**config.mk**
```make
export PLATFORM = sky130hd
export DESIGN_NAME = cooperative_state_scheduler
export DESIGN_NICKNAME = d
export VERILOG_FILES = /design/src/sv/csch_pkg.sv /design/src/sv/csch_hi_enc.sv /design/src/sv/csch_core.sv /design/src/sv/cooperative_state_scheduler.sv
export SDC_FILE = /design/constraint.sdc
export NUM_CORES = 1
export LEC_CHECK = 0
export BUFFER_PORTS_ARGS = -buffer_cell sky130_fd_sc_hd__buf_4
export CORE_MARGIN = 2
export CORE_UTILIZATION = 40
export CTS_CLUSTER_DIAMETER = 80
export DETAILED_ROUTE_END_ITERATION = 16
export GPL_TIMING_DRIVEN = 0
export PLACE_DENSITY = 0.61
export SLEW_MARGIN = 20
export SYNTH_ARGS = -nofsm -noshare
export SYNTH_HDL_FRONTEND = slang
export SYNTH_HIERARCHICAL = 1
export SYNTH_SLANG_ARGS = --single-unit
export TNS_END_PERCENT = 1
```
**constraint.sdc**
```tcl
create_clock -name clk -period 6.97 [get_ports clk]
set_input_delay 1.7425 -clock clk [delete_from_list [all_inputs] [get_ports clk]]
set_output_delay 1.7425 -clock clk [all_outputs]
set_load 0.005 [all_outputs]
```
**src/sv/csch_pkg.sv**
```systemverilog
`default_nettype none

package csch_pkg;

    localparam int ID_W = 6;

    typedef enum logic [1:0] {
        MODE_ADD      = 2'd0,
        MODE_REMOVE   = 2'd1,
        MODE_SCHEDULE = 2'd2,
        MODE_YIELD    = 2'd3
    } csch_mode_t;

    typedef struct packed {
        csch_mode_t        mode;
        logic [ID_W-1:0]   task_id;
    } csch_cmd_t;

    typedef struct packed {
        logic [ID_W-1:0]   selected_id;
        logic              selected_valid;
        logic              set_empty;
        logic              bad_id;
        logic              reschedule;
    } csch_result_t;

endpackage

`default_nettype wire

```
**src/sv/csch_hi_enc.sv**
```systemverilog
`default_nettype none

// index of the highest set bit
module csch_hi_enc #(
    parameter int WIDTH = 64
) (
    input  wire logic [WIDTH-1:0]              vec,
    output logic      [csch_pkg::ID_W-1:0]     idx
);

    always_comb
    begin
        idx = '0;
        for (int i = 0; i < WIDTH; i++)
        begin
            if (vec[i])
            begin
                idx = csch_pkg::ID_W'(i);
            end
        end
    end

endmodule

`default_nettype wire

```
**src/sv/csch_core.sv**
```systemverilog
`default_nettype none

module csch_core #(
    parameter int MAX_TASKS = 64
) (
    input  wire logic                   clk,
    input  wire logic                   rst_n,
    input  wire logic                   cmd_valid,
    input  wire csch_pkg::csch_cmd_t    cmd,
    output logic                        done,
    output csch_pkg::csch_result_t      result
);

    localparam int IDC_W = csch_pkg::ID_W + 1;

    logic [MAX_TASKS-1:0]          map_reg, map_next;
    logic [csch_pkg::ID_W-1:0]     cur_id_reg, cur_id_next;
    logic                          cur_valid_reg, cur_valid_next;
    logic                          done_reg;
    csch_pkg::csch_result_t        result_reg, result_next;

    logic [MAX_TASKS-1:0]          id_sel, cur_sel, below, new_map, new_map_rev;
    logic                          id_ok, id_present, multi;
    logic [csch_pkg::ID_W-1:0]     below_hi, map_hi, rev_hi, new_lo;
    logic                          below_any, new_any;
    logic [csch_pkg::ID_W-1:0]     id_upd;
    logic                          valid_upd, bad, resched;

    assign id_sel     = {{(MAX_TASKS-1){1'b0}}, 1'b1} << cmd.task_id;
    assign cur_sel    = {{(MAX_TASKS-1){1'b0}}, 1'b1} << cur_id_reg;
    assign id_ok      = {1'b0, cmd.task_id} < IDC_W'(MAX_TASKS);
    assign id_present = id_ok && (|(map_reg & id_sel));
    assign below      = map_reg & (cur_sel - {{(MAX_TASKS-1){1'b0}}, 1'b1});
    assign multi      = |(map_reg & (map_reg - {{(MAX_TASKS-1){1'b0}}, 1'b1}));
    assign below_any  = |below;

    csch_hi_enc #(.WIDTH(MAX_TASKS)) u_below_enc (
        .vec (below),
        .idx (below_hi)
    );

    csch_hi_enc #(.WIDTH(MAX_TASKS)) u_map_enc (
        .vec (map_reg),
        .idx (map_hi)
    );

    always_comb
    begin
        map_next  = map_reg;
        id_upd    = cur_id_reg;
        valid_upd = cur_valid_reg;
        bad       = 1'b0;
        resched   = 1'b0;
        unique case (cmd.mode)
            csch_pkg::MODE_ADD:
            begin
                if (id_ok)
                begin
                    map_next = map_reg | id_sel;
                end
            end
            csch_pkg::MODE_REMOVE:
            begin
                if (id_ok)
                begin
                    map_next = map_reg & ~id_sel;
                    if (cur_valid_reg && (cur_id_reg == cmd.task_id))
                    begin
                        valid_upd = 1'b0;
                    end
                end
            end
            csch_pkg::MODE_SCHEDULE:
            begin
                if (id_present)
                begin
                    id_upd    = cmd.task_id;
                    valid_upd = 1'b1;
                    resched   = 1'b1;
                end
                else
                begin
                    bad = 1'b1;
                end
            end
            csch_pkg::MODE_YIELD:
            begin
                if (multi)
                begin
                    id_upd    = (cur_valid_reg && below_any) ? below_hi : map_hi;
                    valid_upd = 1'b1;
                    resched   = 1'b1;
                end
            end
        endcase
    end

    assign new_map = map_next;
    assign new_any = |new_map;

    always_comb
    begin
        for (int i = 0; i < MAX_TASKS; i++)
        begin
            new_map_rev[i] = new_map[MAX_TASKS-1-i];
        end
    end

    csch_hi_enc #(.WIDTH(MAX_TASKS)) u_low_enc (
        .vec (new_map_rev),
        .idx (rev_hi)
    );

    assign new_lo = csch_pkg::ID_W'(MAX_TASKS - 1) - rev_hi;

    // fix-up: pick the lowest present id when nothing is current
    always_comb
    begin
        cur_id_next    = id_upd;
        cur_valid_next = valid_upd;
        if (!valid_upd && new_any)
        begin
            cur_id_next    = new_lo;
            cur_valid_next = 1'b1;
        end
        result_next.selected_id    = cur_valid_next ? cur_id_next : '0;
        result_next.selected_valid = cur_valid_next;
        result_next.set_empty      = !new_any;
        result_next.bad_id         = bad;
        result_next.reschedule     = resched;
    end

    always_ff @(posedge clk or negedge rst_n)
    begin
        if (!rst_n)
        begin
            map_reg       <= '0;
            cur_id_reg    <= '0;
            cur_valid_reg <= 1'b0;
            done_reg      <= 1'b0;
        end
        else
        begin
            done_reg <= cmd_valid;
            if (cmd_valid)
            begin
                map_reg       <= map_next;
                cur_id_reg    <= cur_id_next;
                cur_valid_reg <= cur_valid_next;
            end
        end
    end

    always_ff @(posedge clk)
    begin
        if (cmd_valid)
        begin
            result_reg <= result_next;
        end
    end

    assign done   = done_reg;
    assign result = result_reg;

    a_cur_present: assert property (@(posedge clk) disable iff (!rst_n)
        cur_valid_reg |-> (|(map_reg & cur_sel)))
        else $error("current id not present");

    a_valid_iff_nonempty: assert property (@(posedge clk) disable iff (!rst_n)
        cur_valid_reg == (|map_reg))
        else $error("current valid disagrees with map");

    a_result_flags: assert property (@(posedge clk) disable iff (!rst_n)
        done |-> (result.selected_valid != result.set_empty))
        else $error("selection and empty flag disagree");

    a_bad_no_resched: assert property (@(posedge clk) disable iff (!rst_n)
        done && result.bad_id |-> !result.reschedule)
        else $error("bad id with reschedule");

    a_one_result: assert property (@(posedge clk) disable iff (!rst_n)
        cmd_valid |=> done)
        else $error("transaction without result");

endmodule

`default_nettype wire

```
**src/sv/cooperative_state_scheduler.sv**
```systemverilog
`default_nettype none

// Cooperative scheduler: a presence bitmap of task ids with one current id.
// busy is always low, so a transaction can be issued every cycle. Each
// transaction yields one result, registered first in the input register
// and then, after one pass through the bitmap update and priority encoders,
// in the result register; it is shown for exactly one cycle with done high.
// The receiver cannot stall results; it must take each one when done is high.
// Ids at or above MAX_TASKS are ignored by add/remove and are absent for
// schedule.
module cooperative_state_scheduler #(
    parameter int MAX_TASKS = 64
) (
    input  wire logic                   clk,
    input  wire logic                   rst_n,
    input  wire logic                   start,
    output logic                        busy,
    input  wire csch_pkg::csch_cmd_t    cmd,
    output logic                        done,
    output csch_pkg::csch_result_t      result
);

    logic                   cmd_valid_reg;
    csch_pkg::csch_cmd_t    cmd_reg;

    assign busy = 1'b0;

    always_ff @(posedge clk or negedge rst_n)
    begin
        if (!rst_n)
        begin
            cmd_valid_reg <= 1'b0;
            cmd_reg       <= '0;
        end
        else
        begin
            cmd_valid_reg <= start && !busy;
            if (start && !busy)
            begin
                cmd_reg <= cmd;
            end
        end
    end

    csch_core #(.MAX_TASKS(MAX_TASKS)) u_core (
        .clk       (clk),
        .rst_n     (rst_n),
        .cmd_valid (cmd_valid_reg),
        .cmd       (cmd_reg),
        .done      (done),
        .result    (result)
    );

endmodule

`default_nettype wire
```
# Yosys cells after proc, flatten, opt, wreduce, memory -nomap -nowiden
# Index checks and enable logic that the tools add are counted.
[word_totals] reg_bits=91 input_bits=11 out_inout_bits=12 elab_cells=241
[classes] addsub=3 eq_ne=4 n_shift=2 mux=204 bitwise=6 n_reduce_logical=10
[ops] cell="$mux 6" count=190
[ops] cell="$and 64x64->64" count=4
[ops] cell="$reduce_or 64->1" count=4
[ops] cell="$pmux 64 s2" count=1
[ops] cell="$shl 1x6->64 const A" count=2
[ops] cell="$sub 64x1->64 const B" count=2
[ops] cell="$not 64->64" count=1
[ops] cell="$or 64x64->64" count=1
[ops] cell="$pmux 6 s2" count=1
[ops] cell="$mux 1" count=10
[ops] cell="$eq 6x6->1" count=1
[ops] cell="$sub 6x6->6 const A" count=1
[ops] cell="$eq 2x2->1 const B" count=2
[ops] cell="$logic_and 1x1->1" count=3
[ops] cell="$pmux 1 s3" count=1
[ops] cell="$eq 2x1->1 const B" count=1
[ops] cell="$logic_not 1->1" count=2
[ops] cell="$logic_not 2->1" count=1
[ops] cell="$pmux 1 s2" count=1

# Logic depth before layout (Yosys ltp)
# Gate-level depths: netlist of run 1.
[depth] ltp_word=70 ltp_mapped=20 depth_no_buf=16

# Cells and area by module
# The synthesis of run 1 kept the hierarchy.
[modules_own_cells] mod="csch_core" n_inst=1 cells_per_inst=1102 area_per_inst_um2=8573.2 seq_area_each_um2=2102.0
[modules_own_cells] mod="csch_hi_enc" n_inst=3 cells_per_inst=137 area_per_inst_um2=789.5 seq_area_each_um2=0.0
[modules_own_cells] mod="cooperative_state_scheduler" n_inst=1 cells_per_inst=20 area_per_inst_um2=367.9 seq_area_each_um2=225.2

# Worst setup path after synthesis of run 1
# OpenSTA, ideal clock, no wires.
[synth_path] path_kind="register to register" from="reg u_core/cur_id_reg[2] (netlist bit)" to="reg u_core.result_reg, in the netlist u_core/result[4] (data pin)" setup_ns=0.273 arrival_time_ns=4.619 t_required_ns=6.697 path_slack_ns=2.077 stages_incl_launch_ff=18 path_buffers=3 synth_period_minus_slack_ns=4.893 cell_sequence="dfrtp_1 nor4_1 nand2b_1 ha_1 clkbuf_1 clkbuf_1 clkbuf_1 nor3_1 nor2_1 a21boi_0 inv_2 a2111oi_4 nand2_1 a2111oi_2 o211ai_1 mux2_2 a221oi_1 o22ai_1"
[synth_between] elab_cells_between_ends=79 classes_between="add/sub (1); eq/ne (1); shift (1); mux (70); bitwise (1); reduce/logical (5)"
[synth_lines] item="start: declaration" line="csch_core.sv:17" source="logic [csch_pkg::ID_W-1:0] cur_id_reg, cur_id_next;"
[synth_lines] item="start signal: assignment" line="csch_core.sv:148" source="cur_id_reg <= cur_id_next;"
[synth_lines] item="$shl 1x6->64" line="csch_core.sv:30" source="assign cur_sel = {{(MAX_TASKS-1){1'b0}}, 1'b1} << cur_id_reg;"
[synth_lines] item="$sub 64x1->64" line="csch_core.sv:33" source="assign below = map_reg & (cur_sel - {{(MAX_TASKS-1){1'b0}}, 1'b1});"
[synth_lines] item="$and 64x64->64" line="csch_core.sv:33"
[synth_lines] item="via u_core.below[48]" line="csch_core.sv:22" source="logic [MAX_TASKS-1:0] id_sel, cur_sel, below, new_map, new_map_rev;"
[synth_lines] item="$mux 6 (16 in series)" line="csch_hi_enc.sv:16" source="if (vec[i])"
[synth_lines] item="via u_core.below_hi, one bit" line="csch_core.sv:24" source="logic [csch_pkg::ID_W-1:0] below_hi, map_hi, rev_hi, new_lo;"
[synth_lines] item="$mux 6" line="csch_core.sv:90" source="id_upd = (cur_valid_reg && below_any) ? below_hi : map_hi;"
[synth_lines] item="$mux 6" line="csch_core.sv:88" source="if (multi)"
[synth_lines] item="$pmux 6 s2" line="csch_core.sv:54" source="unique case (cmd.mode)"
[synth_lines] item="$mux 6" line="csch_core.sv:121" source="if (!valid_upd && new_any)"
[synth_lines] item="end signal: assignment" line="csch_core.sv:158" source="result_reg <= result_next;"
[synth_lines] item="end: declaration" line="csch_core.sv:20" source="csch_pkg::csch_result_t result_reg, result_next;"
# The timed path passes the listed nets, and every way through them passes these cells.
# A chain may end at the register's enable or synchronous reset.

# Final worst setup path of run 1
[layout_path] from="reg u_core/cur_id_reg[5] (netlist bit)" to="reg u_core.result_reg, in the netlist u_core/result[4] (data pin)"
[layout_between] elab_cells_between_ends=79 classes_between="add/sub (1); eq/ne (1); shift (1); mux (70); bitwise (1); reduce/logical (5)"
[layout_lines] item="$shl 1x6->64" line="csch_core.sv:30"
[layout_lines] item="$sub 64x1->64" line="csch_core.sv:33"
[layout_lines] item="$and 64x64->64" line="csch_core.sv:33"
[layout_lines] item="via u_core.below[46]" line="csch_core.sv:22"
[layout_lines] item="$mux 6 (18 in series)" line="csch_hi_enc.sv:16"
[layout_lines] item="via u_core.below_hi, one bit" line="csch_core.sv:24"
[layout_lines] item="$mux 6" line="csch_core.sv:90"
[layout_lines] item="$mux 6" line="csch_core.sv:88"
[layout_lines] item="$pmux 6 s2" line="csch_core.sv:54"
[layout_lines] item="$mux 6" line="csch_core.sv:121"
# The timed path passes the listed nets, and every way through them passes these cells.

==> results of run 1 <==
## cell families (layout without fill, tap and decap cells)
group                      Yosys count  count (layout)
buffers and inverters              183             223
adders and majority gates            2               2
other                                2               5
DFF                                 91              91
muxes                               89              89
and+or+nand+nor                    631             631
xor gates and xnor gates            17              17
AOI/OAI and AO/OA                  518             518
## stage by stage
stage          cell area (µm²)  worst slack (ps)
2_1_floorplan            11320              2077
3_3_place_gp             11950            -411.9
3_5_place_dp             12040            -263.6
4_1_cts                  12380             20.15
5_1_grt                  12440             191.0
6_report                 12440             353.8
## cell type report
class | instances | area [µm²] | area share, %
Buffer | 124 | 501.7 | 4.032
Clock inverter | 7 | 107.6 | 0.8647
Tap cell | 378 | 473.0 | 3.801
Timing Repair Buffer | 24 | 181.4 | 1.458
Sequential cell | 91 | 2327 | 18.70
Inverter | 59 | 221.5 | 1.780
Multi-Input combinational cell | 1261 | 8404 | 67.53
Clock buffer | 9 | 225.2 | 1.810
Antenna cell | 1 | 2.502 | 0.02011
## worst max-delay path: cells and delay by family, from the launching register on
kind / cells / cell delay (ps)
adders and majority gates: 1 / 300
buffers and inverters: 6 / 2210
DFF: 1 / 450
and+or+nand+nor: 4 / 460
AOI/OAI and AO/OA: 6 / 2060
muxes: 2 / 810
## power by group through the flow
stage / clock network (mW) / registers, mW / logic [mW]
floorplan: 0 / 0.919 / 2.96
global placement: 0 / 1.18 / 4.31
detailed placement: 0 / 1.19 / 4.34
CTS: 0.566 / 1.18 / 4.36
global route: 0.585 / 1.22 / 4.84
finish: 0.561 / 1.23 / 4.62
## placed cells by master, fill, tap and decap left out, types with 18 or more instances in the layout
cell and instances:
sky130_fd_sc_hd__nor3_1 41, sky130_fd_sc_hd__buf_4 23, sky130_fd_sc_hd__inv_1 55, sky130_fd_sc_hd__nor2b_1 19
sky130_fd_sc_hd__and3_1 18, sky130_fd_sc_hd__a31oi_1 57, sky130_fd_sc_hd__clkbuf_1 104, sky130_fd_sc_hd__mux2_2 64
sky130_fd_sc_hd__a211oi_1 21, sky130_fd_sc_hd__a21oi_1 93, sky130_fd_sc_hd__nand4_1 33, sky130_fd_sc_hd__o31ai_1 39
sky130_fd_sc_hd__o22ai_1 24, sky130_fd_sc_hd__nand3_1 37, sky130_fd_sc_hd__nor4_1 103, sky130_fd_sc_hd__and2_1 19
sky130_fd_sc_hd__or4_1 29, sky130_fd_sc_hd__o21ai_0 104, sky130_fd_sc_hd__nor2_1 133, sky130_fd_sc_hd__dfrtp_1 81
sky130_fd_sc_hd__or3_1 22, sky130_fd_sc_hd__nand2_1 83
## worst min path at each step
stage,from,to,slack (ps),cells past startpoint
after floorplan,cmd_reg[2],cmd_reg[2],480,1
final,cmd_reg[3],cmd_reg[3],510,1
after global placement,cmd_reg[6],cmd_reg[6],490,1
after CTS,cmd_reg[3],cmd_reg[3],520,1
after global routing,cmd_reg[3],cmd_reg[3],530,1
after detailed placement,cmd_reg[3],cmd_reg[3],490,1
## layer usage
layer | GRT usage (%) | wire length [µm]
met1 | 51.89 | 22780
met2 | 62.98 | 26100
met3 | 8.057 | 7118
met4 | 30.84 | 5638
met5 | 0 | 0
## synthesized netlist by cell type, types with 37 or more instances
| cell type | instances |
|---|---|
| sky130_fd_sc_hd__inv_1 | 55 |
| sky130_fd_sc_hd__clkbuf_1 | 109 |
| sky130_fd_sc_hd__nor4_1 | 105 |
| sky130_fd_sc_hd__nand2_1 | 83 |
| sky130_fd_sc_hd__a21oi_1 | 93 |
| sky130_fd_sc_hd__a31oi_1 | 57 |
| sky130_fd_sc_hd__o21ai_0 | 104 |
| sky130_fd_sc_hd__nand3_1 | 37 |
| sky130_fd_sc_hd__nor2_1 | 133 |
| sky130_fd_sc_hd__nor3_1 | 42 |
| sky130_fd_sc_hd__mux2_2 | 64 |
| sky130_fd_sc_hd__o31ai_1 | 51 |
| sky130_fd_sc_hd__dfrtp_1 | 81 |
## what timing repair did
item / 4_1_cts / 5_1_grt
setup endpoints to repair: 4 / 4
setup buffers: 0 / 0
resized for setup: 4 / 11
==> parameters.txt, run 1 <==
Parameter                              Value

Logic synthesis
  Synthesized instance count ... 1533
  Number of enable-type register cells in the synthesized netlist ... 10
  Netlist area before placement ... 11310 µm²
  Dominant combinational cell family by area after synthesis ... simple AND/OR/NAND/NOR gates
  Cells taking the most area after synthesis ... sky130_fd_sc_hd__dfrtp_1 (18%), sky130_fd_sc_hd__mux2_2 (6.4%), sky130_fd_sc_hd__nor4_1 (5.8%)
  Adder and majority gate portion of the synthesized area ... 0.1991%
  Proportion of netlist area held by the largest area contributor ... 17.92%
  Share of the synthesized area in compound gates (AO/OA/AOI/OAI) ... 31.16%
  Sequential area share after synthesis ... 20.58%
  Fraction of registers with async set/reset ... 89.01%
  Post-synthesis mux area share ... 8.939%
  Count of distinct cell types in the synthesized netlist ... 92
  Ys Warns ... 6
  Simple-Gate Fraction of Synth Area ... 31.40%
  Synth area leader ... sky130_fd_sc_hd__dfrtp_1
  Post-synthesis xor/xnor area fraction ... 1.317%
  Most used flip-flop cell after synthesis ... sky130_fd_sc_hd__dfrtp_1
  Number of register bits inferred by synthesis ... 91
  Average size of a mapped cell ... 7.377 µm²

Cells and area
  Total of fill cells in the finished design ... 2897
  Max FFs per register ... 64
  Post-layout nets ... 1582
  Synth-to-Final Area Change ... 10.03%
  Fin cells ... 1954
  Final Core Density ... 44.79%
  Proportion of layout cells with a drive suffix above 1 ... 12.19%

Clock network
  Number of buffers on the longest clock path ... 2
  TritonCTS clock tree ... done
  CTS root buffer ... sky130_fd_sc_hd__clkbuf_16
  Clock latency on the worst-skew pair ... 360 ps
  Post-CTS Hold Fix Bufs ... 0
  CTS H-tree lvls ... 3
  Number of sinks on the clock net ... 91
  Number of buffers created by CTS ... 9
  Clock transition time at the flip-flop clock pins of the worst setup and hold paths ... 70 ps

Route
  WL/cell ... 31.54 µm
  Total vias in the final route ... 14360
  Detailed-routing iteration count for the pre-antenna-repair pass ... 7
  Vias per cell ... 7.349
  Final wirelength ... 61630 µm
  Starting DRC count in detailed routing ... 1997
  Remaining antenna violation count after routing ... 0
  Drt drc ... 0

Worst setup path
  Ordered list of cells on the worst path ... clkbuf_1 > clkbuf_1 > clkbuf_2 > nor3_1 > nand2_1 > ha_1 > clkbuf_2 > clkbuf_2 > clkbuf_2 > o21ai_0 > mux2i_2 > nor3b_2 > a2111oi_4 > nand2_1 > a2111oi_2 > o211ai_1 > mux2_2 > a221oi_1 > o22ai_1
  Slowest cell on the critical path ... sky130_fd_sc_hd__a221oi_1
  Critical Path Source Type ... register
  Type of element capturing the critical path ... register
  Critical path fanouts, max ... 10
  Required @ worst endpoint ... 7030 ps
  Capture point of the worst path ... u_core/result[4]
  Worst setup path startpoint ... u_core/cur_id_reg[5]
  Critical R2R Capture ... u_core/result[4]
  Worst Reg2Reg Path Length in Cells ... 19
  Arrival time reported for the critical path endpoint ... 6680 ps
  Slowest cell delay on critical path ... 550 ps
  Critical setup path kind ... reg -> reg
  Cell mode on critical path ... sky130_fd_sc_hd__clkbuf_2
  Flop2flop setup slack ... 350 ps
  Reg-to-Reg Start ... u_core/cur_id_reg[5]

Place
  Estimated wirelength of the detail-placed design ... 45100 µm
  # port buffers ... 21
  Placed Instances ... 1937
  Global placer's final weighted congestion ... 1.101

Power and ir drop
  Combinational share of power ... 72.1%
  Sw Pwr ... 3.823 mW
  Total power divided by cell area ... 515.4 nW/µm²
  Clock share of power ... 8.7%
  Cell leakage power ... 4.462 nW
  Overall power of the completed layout ... 6.414 mW
  Internal Pwr Total ... 2.590 mW
  Reg power frac ... 19.2%
  Largest vdd supply drop ... 0.0003025 V
  Switching fraction of total power ... 59.61%

Die
  Starting density of the core ... 40.71%
  Row cnt ... 61
  Overall die height ... 172.2 µm
  Core ar. ... 27780 µm²
  Width of the die ... 172.2 µm
  Count of pins on the block boundary ... 23
  Die Outline Area ... 29640 µm²

STA
  Final hold viol count ... 0
  Unrepaired setup endpoints after global routing ... no
  Max-Slew Margin vs Limit ... 10.66%
  Share of the clock period used by the worst path after layout ... 94.92%
  Peak Freq ... 0.1511 GHz
  Worst hold slack after final layout ... 512.5 ps
  Aggregate negative setup slack ... 0 ps
  Min cycle time layout ... 6616 ps
  Max-slew violation total from the final report ... 0
  Worst clock skew on the final layout ... 10.23 ps
  Setup violation total in the final timing report ... 0
  Slew at the pin closest to its max-slew limit ... 1329 ps

Global routing
  Total global-route track usage ... 41.36%
  Initial antenna violation count ... 1
  Pin count of the biggest net entering global routing ... 82
  Vias in the first global route ... 13200
  First-pass GRT wire length ... 89010 µm
  Sum of overflow across all layers after global routing ... 0

Run status
  Status ... finished clean

Flow run
  Max-Cap Viols ... 0

Hold path
  Hold WC Path Type ... reg -> reg
Note: power is estimated with default switching activity, not from simulation.
==> run 2, diff against run 1 <==
--- a/config.mk
+++ b/config.mk
@@ -12,6 +12,7 @@
 export DETAILED_ROUTE_END_ITERATION = 16
 export GPL_TIMING_DRIVEN = 0
 export PLACE_DENSITY = 0.61
+export RECOVER_POWER = 25
 export SLEW_MARGIN = 20
 export SYNTH_ARGS = -nofsm -noshare
 export SYNTH_HDL_FRONTEND = slang
==> parameters.txt, run 2 (synthesis gave the netlist of run 1 again) <==
Parameter                              Value

Clock network
  Clock latency on the worst-skew pair ... 370 ps (was 360 ps)
  TritonCTS clock tree ... done (unchanged)
  Post-CTS Setup Bufs ... 0 (unchanged)
  Number of buffers on the longest clock path ... 2 (unchanged)
  Number of buffers created by CTS ... 9 (unchanged)
  Number of sinks on the clock net ... 91 (unchanged)
  Clock transition time at the flip-flop clock pins of the worst setup and hold paths ... 70 ps (about the same)
  Post-CTS Hold Fix Bufs ... 0 (unchanged)
  CTS root buffer ... sky130_fd_sc_hd__clkbuf_16 (unchanged)
  CTS H-tree lvls ... 3 (unchanged)

STA
  Worst clock skew on the final layout ... 9.845 ps (was 10.23 ps)
  Min cycle time layout ... 6611 ps (was 6616 ps)
  Worst hold slack after final layout ... 487.3 ps (was 512.5 ps)
  Peak Freq ... 0.1513 GHz (was 0.1511 GHz)
  Share of the clock period used by the worst path after layout ... 94.85% (was 94.92%)
  Setup violation total in the final timing report ... 0 (unchanged)
  Max-slew violation total from the final report ... 82 (was 0)
  Aggregate negative setup slack ... 0 ps (unchanged)
  Final hold viol count ... 0 (unchanged)
  Slew at the pin closest to its max-slew limit ... 4570 ps (was 1329 ps)
  Max-Slew Margin vs Limit ... -204.6% (was 10.66%)
  Unrepaired setup endpoints after global routing ... no (unchanged)

Die
  Overall die height ... 172.2 µm (unchanged)
  Count of pins on the block boundary ... 23 (unchanged)
  Core ar. ... 27780 µm² (unchanged)
  Die Outline Area ... 29640 µm² (unchanged)
  Row cnt ... 61 (unchanged)
  Starting density of the core ... 40.71% (unchanged)
  Width of the die ... 172.2 µm (unchanged)

Power and ir drop
  Sw Pwr ... 3.808 mW (was 3.823 mW)
  Internal Pwr Total ... 2.586 mW (was 2.590 mW)
  Reg power frac ... 19.3% (was 19.2%)
  Overall power of the completed layout ... 6.394 mW (was 6.414 mW)
  Cell leakage power ... 4.419 nW (was 4.462 nW)
  Largest vdd supply drop ... 0.0003016 V (was 0.0003025 V)
  Switching fraction of total power ... 59.56% (was 59.61%)
  Total power divided by cell area ... 515.6 nW/µm² (was 515.4 nW/µm²)
  Clock share of power ... 8.8% (was 8.7%)
  Combinational share of power ... 72.0% (was 72.1%)

Cells and area
  Max FFs per register ... 64 (unchanged)
  Post-layout nets ... 1582 (unchanged)
  Proportion of layout cells with a drive suffix above 1 ... 11.56% (was 12.19%)
  Fin cells ... 1954 (unchanged)
  Final Core Density ... 44.63% (was 44.79%)
  Commonest cells after routing, fill and taps aside ... sky130_fd_sc_hd__nor2_1 (133), sky130_fd_sc_hd__clkbuf_1 (107), sky130_fd_sc_hd__o21ai_0 (104) (was sky130_fd_sc_hd__nor2_1 (133), sky130_fd_sc_hd__clkbuf_1 (104), sky130_fd_sc_hd__o21ai_0 (104))
  Synth-to-Final Area Change ... 9.636% (was 10.03%)
  Leading cell type in the layout, fill and taps excluded ... sky130_fd_sc_hd__nor2_1 (unchanged)

Route
  Drt drc ... 0 (unchanged)
  Total vias in the final route ... 14370 (was 14360)
  Final wirelength ... 61490 µm (was 61630 µm)
  Detailed-routing iteration count for the pre-antenna-repair pass ... 6 (was 7)
  Vias per cell ... 7.356 (was 7.349)
  Remaining antenna violation count after routing ... 0 (unchanged)
  WL/cell ... 31.47 µm (was 31.54 µm)
  Starting DRC count in detailed routing ... 1999 (was 1997)

Worst setup path
  Critical setup path kind ... reg -> reg (unchanged)
  Critical Path Source Type ... register (unchanged)
  Required @ worst endpoint ... 7040 ps (was 7030 ps)
  Arrival time reported for the critical path endpoint ... 6680 ps (about the same)
  Type of element capturing the critical path ... register (unchanged)
  Critical path fanouts, max ... 10 (unchanged)

Run status
  Violated checks ... capacitance limit, slew limit
  Status ... complete, but fails checks (was finished clean)

Place
  Estimated wirelength of the detail-placed design ... 45100 µm (unchanged)
  Global placer's final weighted congestion ... 1.101 (unchanged)
  Placed Instances ... 1937 (unchanged)
  # port buffers ... 21 (unchanged)

Flow run
  Max-Cap Viols ... 1 (was 0)

Global routing
  Sum of overflow across all layers after global routing ... 0 (unchanged)
  First-pass GRT wire length ... 89010 µm (unchanged)
  Vias in the first global route ... 13200 (unchanged)
  Initial antenna violation count ... 1 (unchanged)
  Pin count of the biggest net entering global routing ... 82 (unchanged)
  Total global-route track usage ... 41.36% (unchanged)

Hold path
  Hold WC Path Type ... reg -> reg (unchanged)
run 2: cell types whose count changed in the layout (fill, tap and decap cells not counted), sizes merged:
cell    previous run  this run
clkbuf           119       122
buf               38        35
run 2: final timing paths:
path,start,end,slack (ps),cells past startpoint
max in group asynchronous,rst_n,u_core/map_reg[5],1400,1
min in group asynchronous,rst_n,cmd_reg[2],3000,1
worst min register to register,cmd_reg[3],cmd_reg[3],490,1
worst max-delay path,u_core/cur_id_reg[5],u_core/result[4],360,19
worst max register to register,u_core/cur_id_reg[5],u_core/result[4],360,19
worst min-delay path,cmd_reg[3],cmd_reg[3],490,1
run 2: cell type report:
type	count	area [µm²]
diodes	1	2.502
plain buffers	124	494.2
clock buffers	9	225.2
clock inverters	7	107.6
fillers	2908	15380
inverters	59	221.5
multi-input cells	1261	8378
flip-flops and latches	91	2327
well taps	378	473.0
repair buffers	24	170.2
run 2: worst max-delay path, cell delays in order (launching register included):
cell and delay (ps):
sky130_fd_sc_hd__dfrtp_1 450, sky130_fd_sc_hd__clkbuf_1 370, sky130_fd_sc_hd__clkbuf_1 470, sky130_fd_sc_hd__clkbuf_2 370, sky130_fd_sc_hd__nor3_1 120, sky130_fd_sc_hd__nand2_1 100
sky130_fd_sc_hd__ha_1 300, sky130_fd_sc_hd__clkbuf_2 300, sky130_fd_sc_hd__clkbuf_2 340, sky130_fd_sc_hd__clkbuf_2 330, sky130_fd_sc_hd__o21ai_0 200, sky130_fd_sc_hd__mux2i_2 460
sky130_fd_sc_hd__nor3b_2 120, sky130_fd_sc_hd__a2111oi_4 260, sky130_fd_sc_hd__nand2_1 120, sky130_fd_sc_hd__a2111oi_2 520, sky130_fd_sc_hd__o211ai_1 330, sky130_fd_sc_hd__mux2_2 350
sky130_fd_sc_hd__a221oi_1 550, sky130_fd_sc_hd__o22ai_1 220
run 2: timing repair:
action                     CTS  global route
setup endpoints to repair    4             4
gates cloned                 0             0
gates resized for setup      4            11
run 2: stage by stage:
step           setup slack [ps]  area (µm²)
2_1_floorplan              2077       11320
3_3_place_gp             -411.9       11950
3_5_place_dp             -263.6       12040
4_1_cts                   20.15       12380
5_1_grt                   191.0       12400
6_report                  359.2       12400
run 2: routing by layer:
layer	routed length [µm]	GRT usage, %	vias to the layer above
met2	25790	62.98	1171
met1	22520	51.89	6773
li1	-	-	6088
met4	5829	30.84	0
met5	0	0	-
met3	7342	8.057	342
run 2: power groups by stage:
stage                     combinational, mW  sequential [mW]  clock (mW)
after floorplan                        2.96            0.919           0
after global placement                 4.31             1.18           0
after detailed placement               4.34             1.19           0
after CTS                              4.36             1.18       0.566
after global routing                   4.84             1.22       0.585
final                                  4.60             1.23       0.560
